## src/sv/leb_pkg.sv

```systemverilog
// ----------------------------------------------------------------------------
// leb_pkg : line edit buffer package
// Payload types, key codes, status codes and the cell command shared by the
// line edit buffer modules.
// ----------------------------------------------------------------------------
package leb_pkg;

  localparam int DEF_MAX_CHARS = 64;
  localparam int LEN_W         = 7;
  localparam int CHAR_W        = 8;
  localparam logic [LEN_W-1:0] DEF_MAX_LENGTH = 7'd64;

  typedef enum logic [3:0] {
    KEY_CHAR      = 4'd0,
    KEY_LEFT      = 4'd1,
    KEY_RIGHT     = 4'd2,
    KEY_HOME      = 4'd3,
    KEY_END       = 4'd4,
    KEY_BACKSPACE = 4'd5,
    KEY_DELETE    = 4'd6,
    KEY_INSERT    = 4'd7,
    KEY_ENTER     = 4'd8,
    KEY_ESCAPE    = 4'd9
  } key_t;

  localparam logic [1:0] STAT_EDIT   = 2'd0;
  localparam logic [1:0] STAT_LINE   = 2'd1;
  localparam logic [1:0] STAT_CANCEL = 2'd2;

  typedef struct packed {
    logic [3:0]        mode;
    logic [CHAR_W-1:0] char_code;
  } leb_in_t;

  typedef struct packed {
    logic [1:0]        status;
    logic [CHAR_W-1:0] line_char;
    logic              last;
    logic [LEN_W-1:0]  cursor_pos;
    logic [LEN_W-1:0]  line_length;
    logic              insert_on;
  } leb_out_t;

  // What every cell does in a cycle, relative to the edit position
  typedef enum logic [1:0] {
    CELL_HOLD,
    CELL_INS,   // cells above pos take left neighbour, pos takes ch
    CELL_OVR,   // pos takes ch
    CELL_DEL    // cells at and above pos take right neighbour
  } cell_op_t;

  typedef struct packed {
    cell_op_t          op;
    logic [LEN_W-1:0]  pos;
    logic [CHAR_W-1:0] ch;
  } cell_cmd_t;

endpackage

```

## src/sv/leb_cell.sv

```systemverilog
// ----------------------------------------------------------------------------
// leb_cell : one character cell of the line
// Holds one character and follows the broadcast command, taking its value
// from the new character or from either neighbour.
// ----------------------------------------------------------------------------
module leb_cell
  import leb_pkg::*;
#(
  parameter int INDEX = 0
) (
  input  logic              clk,
  input  cell_cmd_t         cmd,
  input  logic [CHAR_W-1:0] left_char,
  input  logic [CHAR_W-1:0] right_char,
  output logic [CHAR_W-1:0] char_q
);

  localparam logic [LEN_W-1:0] IDX = LEN_W'(INDEX);

  logic [CHAR_W-1:0] char_next;

  always_comb begin
    char_next = char_q;
    unique case (cmd.op)
      CELL_INS: begin
        if (IDX > cmd.pos) char_next = left_char;
        else if (IDX == cmd.pos) char_next = cmd.ch;
      end
      CELL_OVR: begin
        if (IDX == cmd.pos) char_next = cmd.ch;
      end
      CELL_DEL: begin
        if (IDX >= cmd.pos) char_next = right_char;
      end
      default: char_next = char_q;
    endcase
  end

  always_ff @(posedge clk) begin
    char_q <= char_next;
  end

endmodule

```

## src/sv/line_edit_buffer.sv

```systemverilog
// ----------------------------------------------------------------------------
// line_edit_buffer : single-line editor driven by key events
// Row of character cells with a cursor/length controller and a result
// register.
// ----------------------------------------------------------------------------
// Usage:
//   in     : key event (mode, char_code), valid/ready.
//   out    : result items, valid/ready, held in a one-entry output register.
//   cfg    : max_length write, valid/ready, always ready.
// Every key other than enter is applied in the cycle it is taken and gives
// one result in the output register on the next cycle; a new key may be
// taken in the same cycle the previous result is taken, so one key per
// cycle while the receiver keeps up.
// Enter gives one result per character (one for an empty line): the row of
// cells shifts left once per result, and no key is taken until the last
// character has been issued. When the receiver stalls, the output register
// holds and the block stops taking keys and stops shifting.
// Reset clears cursor, length and insert mode (overwrite), sets max_length
// to 64 and empties the output register; cell contents are left as they are.
// ----------------------------------------------------------------------------
module line_edit_buffer
  import leb_pkg::*;
#(
  parameter int MAX_CHARS = DEF_MAX_CHARS
) (
  input  logic             clk,
  input  logic             rst,
  input  logic             in_valid,
  output logic             in_ready,
  input  leb_in_t          in_data,
  output logic             out_valid,
  input  logic             out_ready,
  output leb_out_t         out_data,
  input  logic             cfg_valid,
  output logic             cfg_ready,
  input  logic [LEN_W-1:0] cfg_data
);

  localparam logic [LEN_W-1:0] MAX_LEN = LEN_W'(MAX_CHARS);

  typedef enum logic {S_IDLE, S_STREAM} state_t;

  state_t           state, state_next;
  logic [LEN_W-1:0] cursor, cursor_next;
  logic [LEN_W-1:0] count, count_next;
  logic [LEN_W-1:0] remain, remain_next;
  logic             ins_flag, ins_next;
  logic [LEN_W-1:0] max_len;
  logic [LEN_W-1:0] limit;
  logic             slot_free;
  logic             accept_in;
  logic             emit;
  leb_out_t         res;
  cell_cmd_t        cmd;

  logic [CHAR_W-1:0] cell_char [MAX_CHARS];

  genvar gi;
  generate
    for (gi = 0; gi < MAX_CHARS; gi++) begin : g_cell
      logic [CHAR_W-1:0] left_c, right_c;
      if (gi == 0) begin : g_lo
        assign left_c = '0;
      end else begin : g_lo
        assign left_c = cell_char[gi-1];
      end
      if (gi == MAX_CHARS - 1) begin : g_hi
        assign right_c = '0;
      end else begin : g_hi
        assign right_c = cell_char[gi+1];
      end
      leb_cell #(.INDEX(gi)) u_cell (
        .clk        (clk),
        .cmd        (cmd),
        .left_char  (left_c),
        .right_char (right_c),
        .char_q     (cell_char[gi])
      );
    end
  endgenerate

  assign cfg_ready = 1'b1;
  assign slot_free = !out_valid || out_ready;
  assign in_ready  = (state == S_IDLE) && slot_free;
  assign accept_in = in_valid && in_ready;
  assign limit     = (max_len > MAX_LEN) ? MAX_LEN : max_len;

  always_comb begin
    state_next  = state;
    cursor_next = cursor;
    count_next  = count;
    remain_next = remain;
    ins_next    = ins_flag;
    emit        = 1'b0;
    cmd.op      = CELL_HOLD;
    cmd.pos     = cursor;
    cmd.ch      = in_data.char_code;
    res.status  = STAT_EDIT;
    res.line_char = '0;
    res.last    = 1'b1;

    if (state == S_STREAM) begin
      if (slot_free) begin
        emit          = 1'b1;
        res.status    = STAT_LINE;
        res.line_char = cell_char[0];
        res.last      = (remain == 7'd1);
        cmd.op        = CELL_DEL;
        cmd.pos       = '0;
        remain_next   = remain - 7'd1;
        if (remain == 7'd1) state_next = S_IDLE;
      end
    end else if (accept_in) begin
      emit = 1'b1;
      unique case (in_data.mode)
        KEY_CHAR: begin
          if (in_data.char_code != '0) begin
            if (ins_flag || cursor >= count) begin
              if (count < limit) begin
                cmd.op      = CELL_INS;
                count_next  = count + 7'd1;
                cursor_next = cursor + 7'd1;
              end
            end else begin
              cmd.op      = CELL_OVR;
              cursor_next = cursor + 7'd1;
            end
          end
        end
        KEY_LEFT: begin
          if (cursor != '0) cursor_next = cursor - 7'd1;
        end
        KEY_RIGHT: begin
          if (cursor < count) cursor_next = cursor + 7'd1;
        end
        KEY_HOME: cursor_next = '0;
        KEY_END:  cursor_next = count;
        KEY_BACKSPACE: begin
          if (cursor != '0) begin
            cmd.op      = CELL_DEL;
            cmd.pos     = cursor - 7'd1;
            cursor_next = cursor - 7'd1;
            count_next  = count - 7'd1;
          end
        end
        KEY_DELETE: begin
          if (cursor < count) begin
            cmd.op     = CELL_DEL;
            count_next = count - 7'd1;
          end
        end
        KEY_INSERT: ins_next = !ins_flag;
        KEY_ENTER: begin
          cursor_next = '0;
          count_next  = '0;
          res.status  = STAT_LINE;
          if (count != '0) begin
            // first character leaves on the following cycles
            emit        = 1'b0;
            remain_next = count;
            state_next  = S_STREAM;
          end
        end
        KEY_ESCAPE: begin
          cursor_next = '0;
          count_next  = '0;
          res.status  = STAT_CANCEL;
        end
        default: ;
      endcase
    end

    res.cursor_pos  = cursor_next;
    res.line_length = count_next;
    res.insert_on   = ins_next;
  end

  always_ff @(posedge clk) begin
    if (rst) begin
      state     <= S_IDLE;
      cursor    <= '0;
      count     <= '0;
      remain    <= '0;
      ins_flag  <= 1'b0;
      max_len   <= DEF_MAX_LENGTH;
      out_valid <= 1'b0;
    end else begin
      state    <= state_next;
      cursor   <= cursor_next;
      count    <= count_next;
      remain   <= remain_next;
      ins_flag <= ins_next;
      if (cfg_valid && cfg_ready) max_len <= cfg_data;
      if (emit) out_valid <= 1'b1;
      else if (out_ready) out_valid <= 1'b0;
    end
    if (emit) out_data <= res;
  end

endmodule

```

## config.mk

```make
export PLATFORM = sky130hd
export DESIGN_NAME = line_edit_buffer
export DESIGN_NICKNAME = d
export VERILOG_FILES = /design/src/sv/leb_pkg.sv /design/src/sv/leb_cell.sv /design/src/sv/line_edit_buffer.sv
export SDC_FILE = /design/constraint.sdc
export NUM_CORES = 1
export LEC_CHECK = 0
export BUFFER_PORTS_ARGS = -buffer_cell sky130_fd_sc_hd__buf_2
export CORE_ASPECT_RATIO = 1.25
export CORE_MARGIN = 3
export CORE_UTILIZATION = 35
export CTS_BUF_LIST = sky130_fd_sc_hd__clkbuf_4
export DETAILED_ROUTE_END_ITERATION = 10
export SLEW_MARGIN = 15
export SYNTH_ARGS = -nofsm -noshare
export SYNTH_HDL_FRONTEND = slang
export SYNTH_SLANG_ARGS = --single-unit
```

## constraint.sdc

```tcl
create_clock -name clk -period 10.15 [get_ports clk]
set_input_delay 3.045 -clock clk [delete_from_list [all_inputs] [get_ports clk]]
set_output_delay 3.045 -clock clk [all_outputs]
set_load 0.02 [all_outputs]
```

; After elaboration in Yosys (flattened, before gate mapping)
; Index checks and enable logic that the tools add are counted.
[word_totals]
out_inout_bits = 29
wordCells = 749
in_bits = 24
ff_bits = 569
[classes]
bitwise = 1
muxes = 308
reduce_logical = 85
order_cmp = 132
n_eq_ne = 141
n_addsub = 5
[op_table]
columns = op, n
row1 = 8-bit 2-to-1 mux, 192
row2 = 8-bit case mux with 3 select lines, 64
row3 = 6-bit by 7-bit == test with 1-bit output (first input constant), 32
row4 = 6-bit by 7-bit >= comparator with 1-bit output (first input constant), 32
row5 = 6-bit by 7-bit greater-than comparator with 1-bit output (first input constant), 32
row6 = 7-bit 2-to-1 mux, 21
row7 = 2-bit by 1-bit != test with 1-bit output (second input constant), 65
row8 = 2-bit AND reduction, 65
row9 = 5-bit by 7-bit == test with 1-bit output (first input constant), 16
row10 = 5-bit by 7-bit >= comparator with 1-bit output (first input constant), 16
row11 = 5-bit by 7-bit greater-than comparator with 1-bit output (first input constant), 16
row12 = 4-bit by 7-bit == test with 1-bit output (first input constant), 8
row13 = 4-bit by 7-bit >= comparator with 1-bit output (first input constant), 8
row14 = 4-bit by 7-bit greater-than comparator with 1-bit output (first input constant), 8
row15 = 9-bit 2-to-1 mux, 4
row16 = 7-bit case mux with 5 select lines, 1
row17 = 3-bit by 7-bit == test with 1-bit output (first input constant), 4
row18 = 3-bit by 7-bit >= comparator with 1-bit output (first input constant), 4
row19 = 3-bit by 7-bit greater-than comparator with 1-bit output (first input constant), 4
row20 = 7-bit case mux with 4 select lines, 1
row21 = 7-bit by 1-bit subtractor with 7-bit output (second input constant), 3
row22 = 1-bit 2-to-1 mux, 17
row23 = 4-bit by 3-bit == test with 1-bit output (second input constant), 4
row24 = 7-bit by 1-bit adder with 7-bit output (second input constant), 2
row25 = other kinds (32), 53

; Longest topological paths before layout
; Gate-level depths: netlist (run 1).
[depth]
ltp_word = 13
depth_mapped = 14
mapped_depth_nobuf = 11

; Least setup slack after synthesis (run 1)
; Ideal clock, no wire load.
[synth_path]
path_kind = input -> output
start = input port out_ready
end = output port in_ready
n_path_buf = 1
required_time_ns = 7.105
cell_stages = 3
arrival_time_ns = 3.562
setup_slack_ns = 3.543
cell_sequence = nor2b_1 > buf_2 > nor2_1
[synth_between]
elab_chain_cells = 2
[synth_rtl]
columns = item, line
row1 = start: declaration, line_edit_buffer.sv:32  ; input logic out_ready,
row2 = 1-bit logical OR, line_edit_buffer.sv:83  ; assign slot_free = !out_valid || out_ready;
row3 = 1-bit logical AND, line_edit_buffer.sv:84  ; assign in_ready = (state == S_IDLE) && slot_free;
row4 = end: declaration, line_edit_buffer.sv:29  ; output logic in_ready,
; Every way passes these cells.

; Worst setup path after layout (run 1)
[layout_path]
start = input port out_ready
end = register g_cell[47].u_cell.char_q[3], data pin
[layout_between]
elab_chain_cells = 9
word_cells_on_any_way = 14
classes_between = order compare (1) / eq/ne (4) / mux (6) / reduce/logical (3)
[layout_rtl]
columns = item, line
row1 = 1-bit logical OR (*), line_edit_buffer.sv:83
row2 = 1-bit logical AND, line_edit_buffer.sv:84
row3 = 1-bit logical AND, line_edit_buffer.sv:85  ; assign accept_in = in_valid && in_ready;
row4 = 9-bit 2-to-1 mux, line_edit_buffer.sv:113  ; end else if (accept_in) begin
row5 = 9-bit 2-to-1 mux (*), line_edit_buffer.sv:102  ; if (state == S_STREAM) begin
row6 = branches (longest 3 deep; another with 6-bit by 7-bit greater-than comparator with 1-bit output), n/a
row7 = 8-bit case mux with 3 select lines (*), leb_cell.sv:24  ; unique case (cmd.op)
row8 = named net g_cell[47].u_cell.char_next[3], leb_cell.sv:20  ; logic [CHAR_W-1:0] char_next;
row9 = end signal: assignment, leb_cell.sv:40  ; char_q <= char_next;
row10 = end: declaration, leb_cell.sv:15  ; output logic [CHAR_W-1:0] char_q
; Mark *: on every way through the listed nets, which the timed path passes.
; A chain may end at the register's enable or synchronous reset.

==> out/qor.json, run 1 <==
{
  "layout_nets": 3200,
  "hpwl_um": 73590,
  "setup_repair_after_global_routing_missed_its_margin": "no",
  "die-height_um": 354.5,
  "final_hold_viol_count": 0,
  "final.min_clock_period_ns": 6.834,
  "status": "finished, final reports clean",
  "die_w_um": 284.8,
  "gr-usage-all-layers_pct": 21.59,
  "timing.clock.skew_ns": 0.04518,
  "place_area_um2": 35360,
  "wirelength_um": 112400,
  "finish.utilization_pct": 38.95,
  "drt-vias-per-instance": 6.240,
  "start_util_pct": 35.38,
  "synth-seq-cells": 569,
  "synth_area_leader_cell": "sky130_fd_sc_hd__edfxtp_1",
  "drt.antenna.violating_nets": 0,
  "ys_seq_area_share_pct": 49.32,
  "synth.distinct_cells": 83,
  "r2r_cells": 9,
  "core.rowCount": 127,
  "place.port_buffers": 51,
  "numClockSinks": 569,
  "cts_hold_repair.buffers": 0,
  "maxClockFrequency_mhz": 146.3,
  "slew_headroom_pct": 18.25,
  "ir_drop_mv": 0.1080,
  "final-max-slew-violation-count": 0,
  "dr_total_vias": 28471,
  "grt_pass1_vias": 28372,
  "cts_htree_levels": 4,
  "final.setup.tns_ns": 0,
  "area_delta_synth_final_pct": 10.10,
  "sequential_cell_area_um2": 16780,
  "multi_input_area_um2": 16260,
  "ys.flop_type": "sky130_fd_sc_hd__edfxtp_1",
  "dr.first_iter.drc_count": 3197,
  "mappedNetlistArea_um2": 34010,
  "syn_nets": 3187,
  "drt-pass1-iter-count": 8,
  "pin_count_of_the_biggest_net_entering_global_routing": 202,
  "place_congestion": 0.9083,
  "core_area_um2": 96140,
  "area_fraction_of_the_dominant_cell_type_after_synthesis_pct": 47.50,
  "worstMarginPinSlew_ns": 1.217,
  "timing.critical_path.fanout_max": 16,
  "worst_hold_path_type": "flop to flop",
  "cts_made_buffers": 153,
  "power_per_cell_area_nw_per_um2": 140.1,
  "total_power_w": 0.005245,
  "antenna_found_initial": 2,
  "count_of_final_setup_violators": 0,
  "cts.reportedPaths.clkPinSlew_ns": 0.06,
  "routedWlPerCell_um": 24.63,
  "n_fill_cell": 9369,
  "synth-async-reset-ratio_pct": 0,
  "post_cts_resize_count": 0,
  "critPathCaptureType": "flop",
  "worst_hold_path.num_cells": 2,
  "post_synth_main_area_contributors": "sky130_fd_sc_hd__edfxtp_1, sky130_fd_sc_hd__mux2i_1, sky130_fd_sc_hd__a22oi_1, sky130_fd_sc_hd__o21ai_0, sky130_fd_sc_hd__a21oi_1",
  "clock_tree_from_tritoncts": "built",
  "final.period_utilization_pct": 67.33,
  "grt_first_pass_wirelength_um": 172600,
  "ctsRootBufferMaster": "sky130_fd_sc_hd__clkbuf_4",
  "cts-root-to-sink-buffers": 3,
  "floorplan.die_area_um2": 101000,
  "timing.max_cap.violations": 0,
  "timing.setup.critical_path_class": "input port to flop",
  "synth_enable_flop_cells": 538,
  "synth-warning-count": 0,
  "cp.arrival_ns": 7.57,
  "syn_inst": 3143,
  "gr-total-overflow": 0,
  "post-route-drc-count": 0,
  "worstSkewPairLatency_ns": 1.06,
  "worstSetupStartpointType": "input port",
  "synth.avg_cell_area_um2": 10.82,
  "postCtsSetupBuffers": 0,
  "drive_above_1_share_pct": 12.34,
  "final_area_um2": 37450,
  "ios": 53,
  "worstPathRequired_ns": 10.89,
  "p_leak_nw": 14.74
}
## metrics by stage
stage	setup WS, ns	hold slack (ns)	instances
global placement	2.442	0.4762	4291
finish	3.316	0.5035	4563
detailed placement	2.308	0.4962	4291
global route	3.124	0.5341	4561
CTS	3.407	0.5103	4556
floorplan	3.543	0.4517	3143
## power breakdown
| part | switching, W | leakage [nW] | internal, W |
|---|---|---|---|
| combinational | 0.000291 | 8.43 | 0.000118 |
| sequential | 0.0000254 | 5.12 | 0.00260 |
| clock | 0.00102 | 1.19 | 0.00119 |
| total | 0.00134 | 14.7 | 0.00391 |
## worst paths after layout
kind                    from                           to  slack [ns]
setup / recovery   out_ready  g_cell[47].u_cell.char_q[3]        3.32
hold / removal    max_len[3]                   max_len[3]        0.50
setup reg to reg   cursor[0]  g_cell[47].u_cell.char_q[3]        4.64
hold reg to reg   max_len[3]                   max_len[3]        0.50
## critical path, cell delays in order
cell	delay, ns
sky130_fd_sc_hd__buf_2	0.08
sky130_fd_sc_hd__nand2b_1	0.54
sky130_fd_sc_hd__nand3_2	0.50
sky130_fd_sc_hd__mux2_2	0.51
sky130_fd_sc_hd__o21ai_1	0.27
sky130_fd_sc_hd__nand2_1	0.49
sky130_fd_sc_hd__a21oi_1	1.01
sky130_fd_sc_hd__a21boi_0	0.87
sky130_fd_sc_hd__o21ai_0	0.23
## cell usage after synthesis, types with 19 or more instances
master,count
sky130_fd_sc_hd__a22oi_1,394
sky130_fd_sc_hd__buf_1,26
sky130_fd_sc_hd__nand4_1,20
sky130_fd_sc_hd__nand2_1,125
sky130_fd_sc_hd__nand3_1,42
sky130_fd_sc_hd__a31oi_1,25
sky130_fd_sc_hd__a21oi_1,146
sky130_fd_sc_hd__o21ai_1,22
sky130_fd_sc_hd__buf_2,32
sky130_fd_sc_hd__o221ai_1,25
sky130_fd_sc_hd__ha_1,20
sky130_fd_sc_hd__nor3_1,33
sky130_fd_sc_hd__a221o_1,33
sky130_fd_sc_hd__mux2i_1,514
sky130_fd_sc_hd__and3_1,19
sky130_fd_sc_hd__a32oi_1,52
sky130_fd_sc_hd__dfxtp_1,31
sky130_fd_sc_hd__nor2_1,136
sky130_fd_sc_hd__o21ai_0,471
sky130_fd_sc_hd__inv_1,43
sky130_fd_sc_hd__edfxtp_1,538
sky130_fd_sc_hd__clkbuf_1,171
## placed cells by master, fill, tap and decap left out, types with 27 or more instances in the layout
cell type	synthesis	routed
sky130_fd_sc_hd__nand2_1	125	123
sky130_fd_sc_hd__nor3_1	33	30
sky130_fd_sc_hd__edfxtp_1	538	538
sky130_fd_sc_hd__dfxtp_1	31	31
sky130_fd_sc_hd__buf_4	1	36
sky130_fd_sc_hd__nor2_1	136	134
sky130_fd_sc_hd__a32oi_1	52	52
sky130_fd_sc_hd__o21ai_0	471	471
sky130_fd_sc_hd__nand3_1	42	42
sky130_fd_sc_hd__a22oi_1	394	394
sky130_fd_sc_hd__clkinv_1	0	27
sky130_fd_sc_hd__mux2i_1	514	513
sky130_fd_sc_hd__a221o_1	33	33
sky130_fd_sc_hd__a21oi_1	146	145
sky130_fd_sc_hd__inv_1	43	43
sky130_fd_sc_hd__clkbuf_4	0	219
sky130_fd_sc_hd__buf_2	32	51
## final cells by class
class	count	area share, %
multi-input cells	2300	43.43
repair buffers	89	1.510
clock inverters	46	1.079
diodes	7	0.04678
inverters	43	0.4310
flip-flops and latches	569	44.80
well taps	1290	4.310
clock buffers	219	4.391
## per-layer routing
layer	track usage, %	share of wire [%]
met1	26.84	39
met3	3.899	7.2
met2	36.27	49
met4	10.25	4.7
met5	0	0
## cells by family (layout without fill, tap and decap cells)
family          Yosys count  in the layout  share of synthesized area, %
compound gates         1275           1275                         24.28
flops                   569            569                         49.32
mux                     517            517                         15.23
simple gates            484            484                         7.188
buf+inv                 274            397                         3.156
fa+ha+maj                21             21                        0.7652
xor+xnor                  2              2                       0.05151
other cells               1              8                       0.01103
## registers in the layout, summed over array words and instances (netlist names)
name / flops
ins_flag: 1
remain: 7
out_data: 26
cursor: 7
g_cell.u_cell.char_q: 512
count: 7
state: 1
out_valid: 1
max_len: 7
Note: power is estimated with default switching activity, not from simulation.
==> run 2, diff against run 1 <==
==> constraint.sdc (replaced) <==
create_clock -name clk -period 6.55 [get_ports clk]
set_input_delay 1.965 -clock clk [delete_from_list [all_inputs] [get_ports clk]]
set_output_delay 1.965 -clock clk [all_outputs]
set_load 0.02 [all_outputs]
==> run 2 against run 1 <==
Register-to-register slack worse by 3.0 ns. Routed wire length is 0.74% lower. Sequential cell count stayed put. Clock-buffer cell count grew 6. Combinational power rose by 58%. Global-route usage fell by 0.13 points. Clock power up 48%. Via count up 0.62%. Non-clock buffer count rose by 66.
==> out/qor.json, run 2 (synthesized netlist as in run 1, its figures left out) <==
{
  "pin_count_of_the_biggest_net_entering_global_routing": 174,
  "critPathCaptureType": "flop",
  "antenna_found_initial": 2,
  "start_util_pct": 35.38,
  "cp.arrival_ns": 5.92,
  "n_fill_cell": 9392,
  "reg_top3": "g_cell.u_cell.char_q x512, out_data x26",
  "list_of_cells_traversed_by_the_critical_path": "buf_2 > nand2b_1 > nand3_2 > o211ai_1 > o211ai_1 > nor3_1 > nand2_1 > mux2i_1 > o21ai_0",
  "worstPathRequired_ns": 7.24,
  "timing.critical_path.slowest_stage_cell": "sky130_fd_sc_hd__nor3_1",
  "r2r_cells": 11,
  "final_hold_viol_count": 0,
  "die_w_um": 284.8,
  "drive_above_1_share_pct": 13.99,
  "place_congestion": 0.9155,
  "gr-usage-all-layers_pct": 21.46,
  "grt_use_met1_pct": 26.37,
  "die-height_um": 354.5,
  "final.period_utilization_pct": 79.81,
  "layout_nets": 3268,
  "drt-vias-per-instance": 6.186,
  "cts_made_buffers": 155,
  "dr.first_iter.drc_count": 2771,
  "routedWlPerCell_um": 24.09,
  "regToRegStartpoint": "cursor[0]",
  "ios": 53,
  "cts-root-to-sink-buffers": 3,
  "timing.max_cap.violations": 0,
  "registers.top_by_ff_count": "g_cell.u_cell.char_q",
  "p_leak_nw": 15.04,
  "count_of_final_setup_violators": 0,
  "worst_hold_path_type": "flop to flop",
  "ir_drop_mv": 0.1614,
  "mostFrequentLayoutCell": "sky130_fd_sc_hd__edfxtp_1",
  "flip_flop_count_of_the_largest_register_all_copies_and_words_added": 512,
  "core_area_um2": 96140,
  "slew_headroom_pct": 21.06,
  "cts_htree_levels": 4,
  "floorplan.die_area_um2": 101000,
  "area_delta_synth_final_pct": 11.19,
  "timing.reg2reg.setup_slack_ns": 1.68,
  "final-max-slew-violation-count": 0,
  "cts.reportedPaths.clkPinSlew_ns": 0.06,
  "global_route.usage.met2_pct": 36.76,
  "grt_most_used_layer": "met2",
  "core.rowCount": 127,
  "power_per_cell_area_nw_per_um2": 211.2,
  "maxClockFrequency_mhz": 191.3,
  "timing.critical_path.fanout_max": 16,
  "gr-total-overflow": 0,
  "hold_end": "max_len[5]",
  "final.min_clock_period_ns": 5.228,
  "postCtsSetupBuffers": 0,
  "maximum_single_stage_delay_on_the_critical_path_ns": 0.96,
  "grt_first_pass_wirelength_um": 172700,
  "clock_tree_from_tritoncts": "built",
  "cts_hold_repair.buffers": 0,
  "post_cts_resize_count": 0,
  "timing.setup.critical_path_class": "input port to flop",
  "post-route-drc-count": 0,
  "drt-pass1-iter-count": 7,
  "dr_total_vias": 28647,
  "wirelength_um": 111600,
  "min-delay-start": "max_len[5]",
  "setup_repair_after_global_routing_missed_its_margin": "no",
  "worstMarginPinSlew_ns": 1.175,
  "final.setup.tns_ns": 0,
  "drt.antenna.violating_nets": 0,
  "ctsRootBufferMaster": "sky130_fd_sc_hd__clkbuf_4",
  "final_area_um2": 37820,
  "place_area_um2": 35840,
  "layout_common_cells": "sky130_fd_sc_hd__edfxtp_1, sky130_fd_sc_hd__mux2i_1, sky130_fd_sc_hd__o21ai_0",
  "grt_pass1_vias": 28630,
  "numClockSinks": 569,
  "place.port_buffers": 51,
  "timing.clock.skew_ns": 0.06367,
  "sequential_cell_area_um2": 16780,
  "worstSetupStartpointType": "input port",
  "status": "finished, final reports clean",
  "grtUsageMet3_pct": 3.725,
  "worst_r2r_endpoint": "g_cell[52].u_cell.char_q[2]",
  "critical-path-top-cell-by-count": "sky130_fd_sc_hd__o211ai_1",
  "hpwl_um": 75590,
  "multi_input_area_um2": 16230,
  "worstSkewPairLatency_ns": 1.03,
  "worst_hold_path.num_cells": 2
}
==> run 2: changes by cell type in the layout (fill, tap and decap cells not counted), sizes merged <==
cell	change
clkinv	+6
clkbuf	+6
diode	-5
bufinv	-5
buf	+66
==> run 2: where the power goes <==
part	switching (W)	leakage [nW]	internal, W
sequential	0.0000375	5.12	0.00402
combinational	0.000450	8.75	0.000196
clock	0.00159	1.16	0.00169
total	0.00208	15.0	0.00591
==> run 2: worst max-delay path, delay by kind of cell <==
family / cells / cell delay (ns)
buffers and inverters: 1 / 0.08
AND/OR/NAND/NOR: 4 / 2.54
AO/OA/AOI/OAI: 3 / 1.01
multiplexers: 1 / 0.30
==> run 2: cell type report <==
type,count,area share [%]
repair buffers,155,2.806
well taps,1290,4.268
flip-flops and latches,569,44.36
multi-input cells,2300,42.91
clock inverters,47,0.7477
inverters,43,0.4268
diodes,2,0.01323
clock buffers,225,4.466
==> run 2: worst max path at each step <==
| stage | to | slack, ns | startpoint |
|---|---|---|---|
| 4_1_cts | g_cell[4].u_cell.char_q[6] | 1.61 | out_ready |
| 3_5_place_dp | g_cell[4].u_cell.char_q[6] | 0.48 | out_ready |
| 3_3_place_gp | g_cell[4].u_cell.char_q[4] | 0.59 | out_ready |
| 2_1_floorplan | g_cell[38].u_cell.char_q[0] | 1.62 | in_data[8] |
| 5_1_grt | g_cell[52].u_cell.char_q[0] | 1.28 | out_ready |
| 6_report | g_cell[52].u_cell.char_q[2] | 1.32 | out_ready |
==> run 2: per-stage QoR <==
stage / util (%) / power, W / cells / worst slack, ns / hold WS [ns]
final: 39.34 / 0.007988 / 4631 / 1.322 / 0.5005
after global routing: 39.34 / 0.008304 / 4631 / 1.277 / 0.5416
after CTS: 39.33 / 0.008057 / 4629 / 1.606 / 0.5027
after detailed placement: 37.28 / 0.004773 / 4357 / 0.4847 / 0.4865
after global placement: 37.28 / 0.004760 / 4357 / 0.5892 / 0.4776
after floorplan: - / 0.004551 / 3143 / 1.625 / 0.4517
==> run 2: metal layers <==
| metal | up-vias | wire length, um |
|---|---|---|
| li1 | 12878 | - |
| met1 | 14193 | 44260 |
| met2 | 1259 | 55550 |
| met3 | 317 | 7230 |
| met4 | 0 | 4523 |
| met5 | - | 0 |
